## src/hdl/assert_macros.svh

```systemverilog
// Assertion macros used by the top-level RTL file of the priority queue.
`ifndef ASSERT_MACROS_SVH
`define ASSERT_MACROS_SVH

// Checks that the consequent holds in the same cycle as the antecedent.
`define SPQ_ASSERT_SAME(lbl, ante, cons, msg) \
	lbl: assert property (@(posedge clk) disable iff (!arst_n) (ante) |-> (cons)) \
		else $error(msg);

// Checks that the consequent holds in the cycle after the antecedent.
`define SPQ_ASSERT_NEXT(lbl, ante, cons, msg) \
	lbl: assert property (@(posedge clk) disable iff (!arst_n) (ante) |=> (cons)) \
		else $error(msg);

`endif

```

## src/hdl/spq_pkg.sv

```systemverilog
// Shared types and constants of the sorted priority queue.
`default_nettype none

package spq_pkg;

	localparam int OP_WIDTH = 2;

	localparam logic [OP_WIDTH-1:0] OP_PUSH  = 2'd0;
	localparam logic [OP_WIDTH-1:0] OP_POP   = 2'd1;
	localparam logic [OP_WIDTH-1:0] OP_QUERY = 2'd2;

	// Occupancy of the result buffer at the output.
	typedef enum logic [1:0] {
		ST_EMPTY,
		ST_ONE,
		ST_TWO
	} spq_state_t;

	// Commands from the controller to the datapath.
	typedef struct packed {
		logic apply;      // update the queue with the accepted item
		logic load_head;  // new result goes to the output register
		logic load_skid;  // new result goes to the skid register
		logic pop_skid;   // skid register moves to the output register
	} spq_cmd_t;

endpackage

`default_nettype wire

```

## src/hdl/spq_ctrl.sv

```systemverilog
// Controller of the priority queue: handshakes and result buffer sequencing.
`default_nettype none

module spq_ctrl (
	input  wire logic              clk,
	input  wire logic              arst_n,
	input  wire logic              s_tvalid,
	output logic                   s_tready,
	output logic                   m_tvalid,
	input  wire logic              m_tready,
	output spq_pkg::spq_cmd_t      cmd
);

	spq_pkg::spq_state_t state_q;
	spq_pkg::spq_state_t state_d;

	always_ff @(posedge clk or negedge arst_n) begin
		if (!arst_n) begin
			state_q <= spq_pkg::ST_EMPTY;
		end else begin
			state_q <= state_d;
		end
	end

	// Next state.
	always_comb begin
		state_d = state_q;
		case (state_q)
			spq_pkg::ST_EMPTY: begin
				if (s_tvalid) begin
					state_d = spq_pkg::ST_ONE;
				end
			end
			spq_pkg::ST_ONE: begin
				if (s_tvalid && !m_tready) begin
					state_d = spq_pkg::ST_TWO;
				end else if (!s_tvalid && m_tready) begin
					state_d = spq_pkg::ST_EMPTY;
				end
			end
			spq_pkg::ST_TWO: begin
				if (m_tready) begin
					state_d = spq_pkg::ST_ONE;
				end
			end
			default: begin
				state_d = spq_pkg::ST_EMPTY;
			end
		endcase
	end

	// Outputs.
	always_comb begin
		s_tready = 1'b0;
		m_tvalid = 1'b0;
		cmd      = '0;
		case (state_q)
			spq_pkg::ST_EMPTY: begin
				s_tready      = 1'b1;
				cmd.apply     = s_tvalid;
				cmd.load_head = s_tvalid;
			end
			spq_pkg::ST_ONE: begin
				s_tready      = 1'b1;
				m_tvalid      = 1'b1;
				cmd.apply     = s_tvalid;
				cmd.load_head = s_tvalid && m_tready;
				cmd.load_skid = s_tvalid && !m_tready;
			end
			spq_pkg::ST_TWO: begin
				m_tvalid     = 1'b1;
				cmd.pop_skid = m_tready;
			end
			default: begin
				s_tready = 1'b0;
			end
		endcase
	end

endmodule

`default_nettype wire

```

## src/hdl/spq_datapath.sv

```systemverilog
// Datapath of the priority queue: sorted slot array and result registers.
`default_nettype none

module spq_datapath #(
	parameter int CAPACITY       = 16,
	parameter int DATA_WIDTH     = 32,
	parameter int PRIORITY_WIDTH = 16,
	parameter int CW             = $clog2(CAPACITY + 1)
) (
	input  wire logic                          clk,
	input  wire logic                          arst_n,
	input  wire spq_pkg::spq_cmd_t             cmd,
	input  wire logic [spq_pkg::OP_WIDTH-1:0]  opcode,
	input  wire logic [DATA_WIDTH-1:0]         item_data,
	input  wire logic [PRIORITY_WIDTH-1:0]     item_priority,
	output logic [DATA_WIDTH-1:0]              head_data,
	output logic                               head_valid,
	output logic [CW-1:0]                      occupancy,
	output logic                               push_dropped
);

	logic [DATA_WIDTH-1:0]     data_q [CAPACITY];
	logic [PRIORITY_WIDTH-1:0] prio_q [CAPACITY];
	logic [CW-1:0]             count_q;

	// less[i]: slot i holds an entry that stays ahead of the new one.
	logic [CAPACITY-1:0] less;
	logic                push_ok;
	logic                pop_ok;
	logic                is_push;

	assign is_push = (opcode == spq_pkg::OP_PUSH);
	assign push_ok = is_push && (count_q != CW'(CAPACITY));
	assign pop_ok  = (opcode == spq_pkg::OP_POP) && (count_q != '0);

	for (genvar i = 0; i < CAPACITY; i++) begin : g_slot
		logic                      take_new;
		logic [DATA_WIDTH-1:0]     up_data;
		logic [PRIORITY_WIDTH-1:0] up_prio;
		logic [DATA_WIDTH-1:0]     down_data;
		logic [PRIORITY_WIDTH-1:0] down_prio;

		assign less[i] = (CW'(i) < count_q) &&
			($signed(prio_q[i]) < $signed(item_priority));

		if (i == 0) begin : g_first
			assign take_new = 1'b1;
			assign up_data  = item_data;
			assign up_prio  = item_priority;
		end else begin : g_rest
			assign take_new = less[i-1];
			assign up_data  = data_q[i-1];
			assign up_prio  = prio_q[i-1];
		end

		if (i == CAPACITY - 1) begin : g_last
			assign down_data = data_q[i];
			assign down_prio = prio_q[i];
		end else begin : g_inner
			assign down_data = data_q[i+1];
			assign down_prio = prio_q[i+1];
		end

		// Insert: slots ahead of the new entry hold, the first one behind takes
		// it, the rest move one place toward the tail. Pop moves all toward the head.
		always_ff @(posedge clk) begin
			if (cmd.apply && push_ok && !less[i]) begin
				if (take_new) begin
					data_q[i] <= item_data;
					prio_q[i] <= item_priority;
				end else begin
					data_q[i] <= up_data;
					prio_q[i] <= up_prio;
				end
			end else if (cmd.apply && pop_ok) begin
				data_q[i] <= down_data;
				prio_q[i] <= down_prio;
			end
		end
	end

	// Result of the accepted item, taken from the queue after its operation.
	logic [CW-1:0]         res_count;
	logic [DATA_WIDTH-1:0] res_head;
	logic [DATA_WIDTH-1:0] res_data;

	always_comb begin
		res_count = count_q;
		res_head  = data_q[0];
		if (push_ok) begin
			res_count = count_q + CW'(1);
			res_head  = less[0] ? data_q[0] : item_data;
		end else if (pop_ok) begin
			res_count = count_q - CW'(1);
			res_head  = data_q[1];
		end
		res_data = (res_count != '0) ? res_head : '0;
	end

	always_ff @(posedge clk or negedge arst_n) begin
		if (!arst_n) begin
			count_q <= '0;
		end else if (cmd.apply) begin
			count_q <= res_count;
		end
	end

	logic [DATA_WIDTH-1:0] skid_data_q;
	logic                  skid_valid_q;
	logic [CW-1:0]         skid_count_q;
	logic                  skid_drop_q;
	logic                  res_drop;

	assign res_drop = is_push && !push_ok;

	always_ff @(posedge clk) begin
		if (cmd.load_skid) begin
			skid_data_q  <= res_data;
			skid_valid_q <= (res_count != '0);
			skid_count_q <= res_count;
			skid_drop_q  <= res_drop;
		end
	end

	always_ff @(posedge clk) begin
		if (cmd.load_head) begin
			head_data    <= res_data;
			head_valid   <= (res_count != '0);
			occupancy    <= res_count;
			push_dropped <= res_drop;
		end else if (cmd.pop_skid) begin
			head_data    <= skid_data_q;
			head_valid   <= skid_valid_q;
			occupancy    <= skid_count_q;
			push_dropped <= skid_drop_q;
		end
	end

endmodule

`default_nettype wire

```

## src/hdl/sorted_priority_queue.sv

```systemverilog
// Top level of the sorted priority queue: controller, datapath and port packing.
//
// The block keeps up to CAPACITY entries sorted by signed priority, lowest
// first; among equal priorities the most recently pushed entry is served first.
// Items arrive on the s_ channel: s_tuser carries the opcode (push, pop or
// query; the unused code acts as a query), s_tdata the data and priority of a
// pushed entry. Every accepted item produces exactly one result item on the m_
// channel with the head entry's data (zero when empty), a head-valid flag in
// m_tuser, the occupancy and a flag set when a push was refused on a full queue.
// A pop of an empty queue changes nothing.
// The result of an item is registered, in the skid register if the output stalls.
// The insert compares the new priority against all slots in parallel and
// shifts the sorted slot array, so one item is taken every cycle while s_tready is high.
// A two-entry result buffer (output register plus skid register) sits at the
// output: when the receiver stalls, one more item is accepted and its result
// parked, after which s_tready drops until the receiver takes a result.
// Reset empties the queue and the result buffer; stored slots are not cleared,
// since only slots below the occupancy are ever read.
`default_nettype none
`include "assert_macros.svh"

module sorted_priority_queue #(
	parameter int CAPACITY       = 16,
	parameter int DATA_WIDTH     = 32,
	parameter int PRIORITY_WIDTH = 16,
	localparam int CW            = $clog2(CAPACITY + 1),
	localparam int IN_TDATA_W    = ((DATA_WIDTH + PRIORITY_WIDTH + 7) / 8) * 8,
	localparam int OUT_TDATA_W   = ((DATA_WIDTH + CW + 1 + 7) / 8) * 8
) (
	input  wire logic                          clk,
	input  wire logic                          arst_n,
	input  wire logic                          s_tvalid,
	output logic                               s_tready,
	// item_data, item_priority (from bit 0 up), zero padded
	input  wire logic [IN_TDATA_W-1:0]         s_tdata,
	// opcode
	input  wire logic [spq_pkg::OP_WIDTH-1:0]  s_tuser,
	output logic                               m_tvalid,
	input  wire logic                          m_tready,
	// head_data, occupancy, push_dropped (from bit 0 up), zero padded
	output logic [OUT_TDATA_W-1:0]             m_tdata,
	// head_valid
	output logic                               m_tuser
);

	spq_pkg::spq_cmd_t cmd;

	spq_ctrl u_ctrl (
		.clk      (clk),
		.arst_n   (arst_n),
		.s_tvalid (s_tvalid),
		.s_tready (s_tready),
		.m_tvalid (m_tvalid),
		.m_tready (m_tready),
		.cmd      (cmd)
	);

	logic [DATA_WIDTH-1:0] head_data;
	logic                  head_valid;
	logic [CW-1:0]         occupancy;
	logic                  push_dropped;

	spq_datapath #(
		.CAPACITY       (CAPACITY),
		.DATA_WIDTH     (DATA_WIDTH),
		.PRIORITY_WIDTH (PRIORITY_WIDTH),
		.CW             (CW)
	) u_datapath (
		.clk           (clk),
		.arst_n        (arst_n),
		.cmd           (cmd),
		.opcode        (s_tuser),
		.item_data     (s_tdata[DATA_WIDTH-1:0]),
		.item_priority (s_tdata[DATA_WIDTH+PRIORITY_WIDTH-1:DATA_WIDTH]),
		.head_data     (head_data),
		.head_valid    (head_valid),
		.occupancy     (occupancy),
		.push_dropped  (push_dropped)
	);

	assign m_tdata = OUT_TDATA_W'({push_dropped, occupancy, head_data});
	assign m_tuser = head_valid;

	// The queue never reports more entries than it can hold.
	`SPQ_ASSERT_SAME(a_occ_bound, m_tvalid, occupancy <= CW'(CAPACITY), "occupancy above capacity")
	// Head valid agrees with the occupancy.
	`SPQ_ASSERT_SAME(a_head_valid, m_tvalid, head_valid == (occupancy != '0), "head valid mismatch")
	// A refused push only happens on a full queue.
	`SPQ_ASSERT_SAME(a_drop_full, m_tvalid && push_dropped, occupancy == CW'(CAPACITY), "drop not full")
	// With no result pending the block always takes an item.
	`SPQ_ASSERT_SAME(a_ready_empty, !m_tvalid, s_tready, "idle but not ready")
	// An accepted item always leaves a result pending in the next cycle.
	`SPQ_ASSERT_NEXT(a_result_follows, s_tvalid && s_tready, m_tvalid, "result missing")

endmodule

`default_nettype wire

```

## config.mk

```make
export PLATFORM = sky130hd
export DESIGN_NAME = sorted_priority_queue
export DESIGN_NICKNAME = d
export VERILOG_FILES = /design/src/hdl/spq_pkg.sv /design/src/hdl/spq_ctrl.sv /design/src/hdl/spq_datapath.sv /design/src/hdl/sorted_priority_queue.sv
export VERILOG_INCLUDE_DIRS = /design/src /design/src/hdl
export SDC_FILE = /design/constraint.sdc
export NUM_CORES = 2
export LEC_CHECK = 0
export BUFFER_PORTS_ARGS = -buffer_cell sky130_fd_sc_hd__buf_2
export CAP_MARGIN = 0
export CORE_UTILIZATION = 55
export DETAILED_ROUTE_END_ITERATION = 8
export GPL_ROUTABILITY_DRIVEN = 0
export GPL_TIMING_DRIVEN = 0
export PLACE_DENSITY = 0.69
export SLEW_MARGIN = 10
export SYNTH_ARGS = -nofsm -noshare
export SYNTH_HDL_FRONTEND = slang
export SYNTH_SLANG_ARGS = --single-unit
```

## constraint.sdc

```tcl
create_clock -name clk -period 7.35 [get_ports clk]
set_input_delay 1.47 -clock clk [delete_from_list [all_inputs] [get_ports clk]]
set_output_delay 1.47 -clock clk [all_outputs]
set_load 0.02 [all_outputs]
```

# After elaboration in Yosys (flattened, before gate mapping)
# Memories as Yosys holds them, arrays and structs flattened.
# Cells that the tools add are included.
# classes
n_eq_ne	7
addsub	2
n_lt_le_gt_ge	32
reduce_logical	67
bitwise	62
n_mux	211
# op_table
operator	n
two-way mux 32 bit	37
two-way mux 16 bit	31
less-than comparator 16 bit	16
two-way mux 1 bit	133
OR 1 bit	62
logical AND 1 bit	40
less-than comparator 4 x 5 -> 1 bit, first input constant	8
less-than comparator 3 x 5 -> 1 bit, first input constant	4
two-way mux 5 bit	4
zero test 1 bit	19
less-than comparator 1 x 5 -> 1 bit, first input constant	2
less-than comparator 2 x 5 -> 1 bit, first input constant	2
nonzero test 5 bit	2
two-way mux 2 bit	4
case mux 2 bit (3 select lines)	1
adder 5 x 1 -> 5 bit, second input constant	1
inequality test 5 bit, second input constant	1
subtractor 5 x 1 -> 5 bit, second input constant	1
equality test 2 x 1 -> 1 bit, second input constant	2
zero test 2 bit	2
inequality test 2 bit, second input constant	2
case mux 2 bit (2 select lines)	1
OR reduction 2 bit	2
inequality test 3 x 1 -> 1 bit, second input constant	1
other kinds (3)	3
# totals
inputBits	54
memories	2
wordCells	393
output_inout_bits	43
ramBits	768
register_bits	85
# memory_table
name	depth	word_bits	read_ports	rd_clocked_by_memory_dff	wr	line	text
u_datapath.data_q	16	32	16	0	16	spq_datapath.sv:22	logic [DATA_WIDTH-1:0] data_q [CAPACITY];
u_datapath.prio_q	16	16	16	0	16	spq_datapath.sv:23	logic [PRIORITY_WIDTH-1:0] prio_q [CAPACITY];

# Logic depth before layout (Yosys ltp)
# An unclocked memory read counts as a cell.
# depth
word_depth	9
mapped_depth	14

# Cells and area by module
# A second synthesis with hierarchy kept.
# unflattened
cells_unflattened	3881
hier_area_um2	46049.2
# by_module_without_submodules
module	n_inst	area_each_um2	cells_per_inst
spq_datapath	1	45765.1	3851
spq_ctrl	1	257.7	26
sorted_priority_queue	1	26.3	4

# Worst setup path after synthesis
# OpenSTA, ideal clock, no wires.
# synth_path
path_type	input -> register
from	in s_tdata[37]
to	mem u_datapath.data_q[9][0], in the netlist u_datapath.data_q[4][32], enable pin
setup_time_ns	0.520
arrival_time_ns	6.656
required_ns	6.830
path_slack_ns	0.174
stages	8
cell_sequence	inv_1 ha_1 a21o_1 a21o_1 a221o_1 a31oi_1 mux2_2 o21ai_0
# synth_rtl
element	line	text
start: declaration	sorted_priority_queue.sv:35	input wire logic [IN_TDATA_W-1:0] s_tdata,
end: declaration	spq_datapath.sv:22	

==> impl_metrics.ini <==
[floorplan]
die_area_sq_mm = 0.0831
die_w_um = 288
io-pin-count = 97
dieHeight_um = 288
coreArea_sq_mm = 0.0808
row_count = 104
start_util_pct = 55.8

[logic_synthesis]
netlist_area_sq_mm = 0.0451
yosysWarnings = 0
synth_cells = 3835
synth_seq_cells = 853
seq_area_frac_synth_pct = 56.8
synth_top_flop_cell = edfxtp_1
syn_avg_cell_area_sq_um = 11.8
synth_edf_count = 846
synthDistinctLibCells = 74
ys_async_sr_fraction_pct = 0.821

[sta]
max_slew_margin_pct = 4.02
period_share_pct = 88.4
holdWs_ps = 529
post-route-min-period_ps = 6500
max_freq_ghz = 0.154
fin_tns_setup_ps = 0
setup_viol_count_final = 0
slew_viol_final = 0
finClkSkew_ps = 45.9
hold_viol = 0
grt_setup_unrepaired = no
tightest_slew_ps = 1420

[critical_path]
critPathBufInv = 4
worst_setup_path_end_kind = flip-flop
start_kind = input port
reg2reg_slack_ps = 950
cp_max_fo = 18
critical_path_cell_count = 12
cpPeakStageDelay_ps = 1010
path_class = in2reg
startpoint = s_tdata[43]
r2r_start = u_ctrl.state_q[0]
cpMaxStageDelayCell = nor3_2
r2r_end = u_datapath.data_q[2][8]
r2r_cells = 10
critPathRequiredTime_ps = 7740
path_delay_family = buffers and inverters
worstPathCellList = buf_2 > inv_1 > ha_1 > and3_1 > a221oi_1 > o21ai_0 > a31oi_1 > mux2_2 > nor3_2 > clkbuf_1 > clkbuf_1 > o21ai_0
arrival_ps = 6890

[worst_hold_path]
hold_depth = 2
hold_class = reg2reg
whs_endpoint = u_datapath.head_data[0]
hold_start = u_datapath.skid_data_q[0]

[routing]
wl_um = 166000
wl_per_cell_um = 31.8
vias_per_cell = 7.20
drcViolationCount = 10
dr_total_vias = 37444
drt_first_pass_iters = 9
drtIter0Drc = 5823
ant_nets = 0

[final_layout]
finalNetCount = 4357
syn_to_final_growth_pct = 12.4
final_common_cell = edfxtp_1
final_cell_mix = 846 x edfxtp_1, 452 x nand2_1, 442 x o21ai_0
drive_gt1_share_pct = 10.3
num-fill-cells = 6379

[global_routing]
overflow = 0
grt_max_degree = 49
busiest_layer = met2
grt_use_met2_pct = 56.0
grt.total_usage_pct = 39.6
grt_pass1_vias = 35945
use_met3_pct = 13.2
grt_pass1_wl_um = 239000
antenna_found_initial = 5
grtUsageMet1_pct = 53.2

[cts]
clk_path_buf_depth = 3
clk_latency_ps = 710
clk_pin_slew_ps = 60
clockRootBuffer = clkbuf_16
cts_resized = 0
cts_buffers = 94
cts_hold_buf = 0
clock_sinks = 853
h-tree-depth = 3
cts_setup_buffers = 0
cts_tree = yes

[pwr]
leakagePower_nw = 17.7
p_total_mw = 16.7
power_density_mw_per_mm2 = 330
vdd.ir_drop.worst_mv = 0.214

[placement]
port_buffers = 94
dpl.hpwl_um = 119000

[status]
status = finished with violations
violations = design-rule violations

[run]
drv_cap = 0
area by class of cell:
cell class	instances	area (sq um)	share of cell area, %
Clock inverter	63	566	1.12
Timing Repair Buffer	123	1090	2.16
Multi-Input combinational cell	2632	18200	35.9
Tap cell	1060	1330	2.62
Buffer	322	1380	2.73
Clock buffer	113	2420	4.78
Antenna cell	4	10.0	0.0198
Inverter	29	109	0.215
Sequential cell	853	25600	50.5
cells in the mapped netlist, types with 9 or more instances:
master,instances,area [sq um]
inv_1,29,109
a211oi_1,44,330
and3_1,54,338
o21ai_1,37,185
nor2_1,47,176
edfxtp_1,846,25400
o21a_1,9,67.6
a221o_1,52,521
mux2i_1,62,621
mux2_2,54,608
o21ai_0,451,2260
clkbuf_1,233,875
ha_1,248,3100
nor2b_1,44,275
a21o_1,138,1040
buf_2,57,285
buf_1,10,37.5
a31oi_1,15,93.8
a21oi_1,101,505
o211ai_1,55,413
buf_4,17,128
a22o_1,65,569
nand3_1,11,55.1
nor3_1,46,230
o22ai_1,34,213
o311ai_0,16,140
o41ai_1,33,289
nand2_1,457,1720
o31ai_1,21,158
a22oi_1,403,3030
nand2b_1,14,87.6
nand4_1,24,150
power by group:
group | leakage (nW) | total (mW) | internal [mW] | switching [mW]
clock network | 1.46 | 4.73 | 2.61 | 2.12
registers | 7.88 | 7.24 | 6.69 | 0.551
logic | 8.38 | 4.75 | 1.43 | 3.32
worst max-delay path by stage:
| stage | to | slack (ps) |
|---|---|---|
| 2_1_floorplan | u_datapath.data_q[4][32] | 170 |
| 3_3_place_gp | u_datapath.data_q[4][49] | -4230 |
| 3_5_place_dp | u_datapath.data_q[5][15] | 560 |
| 4_1_cts | u_datapath.data_q[5][15] | 1240 |
| 5_1_grt | u_datapath.data_q[5][15] | 900 |
| 6_report | u_datapath.data_q[5][15] | 850 |
sequential cells by signal, indices dropped and copies added (netlist names):
| name | flops |
|---|---|
| u_datapath.head_valid | 1 |
| u_datapath.data_q | 512 |
| u_datapath.prio_q | 256 |
| u_datapath.skid_count_q | 5 |
| u_datapath.count_q | 5 |
| u_datapath.occupancy | 5 |
| u_datapath.skid_data_q | 32 |
| u_datapath.push_dropped | 1 |
| u_datapath.skid_valid_q | 1 |
| u_datapath.skid_drop_q | 1 |
| u_datapath.head_data | 32 |
| u_ctrl.state_q | 2 |
kinds of logic (layout without fill, tap and decap cells):
group | after synthesis | count (layout) | share of synthesized area [%]
AO/OA/AOI/OAI | 1517 | 1517 | 22.6
XOR/XNOR | 8 | 8 | 0.155
adder cells (fa/ha/maj) | 248 | 248 | 6.89
buffers and inverters | 351 | 650 | 3.31
flip-flops | 853 | 853 | 56.8
multiplexers | 116 | 116 | 2.73
other | 1 | 6 | 0.00832
AND/OR/NAND/NOR | 741 | 741 | 7.50
per-layer routing:
layer | up-vias | part of all wire (%)
li1 | 15656 | -
met1 | 18361 | 38
met2 | 2900 | 41
met3 | 521 | 14
met4 | 6 | 6.5
met5 | - | 0.050
worst register-to-register path: stages, from the launching register on:
cell and delay, ps:
dfrtp_1 390, inv_1 90, ha_1 250, or2_2 340
and2_1 160, buf_2 300, nand2_1 700, clkbuf_1 1010
clkbuf_1 760, clkbuf_1 980, nand2_4 800
metrics by stage:
stage                     area, sq um  std cells  util (%)  worst slack (ps)
final                           50700       5199      62.7               850
after global routing            50700       5197      62.7               896
after CTS                       50700       5195      62.7              1240
after detailed placement        47700       5019      59.0               559
after global placement          46900       4990      58.0             -4230
after floorplan                 45100       3836         -               174
(Power assumes the default switching activity.)
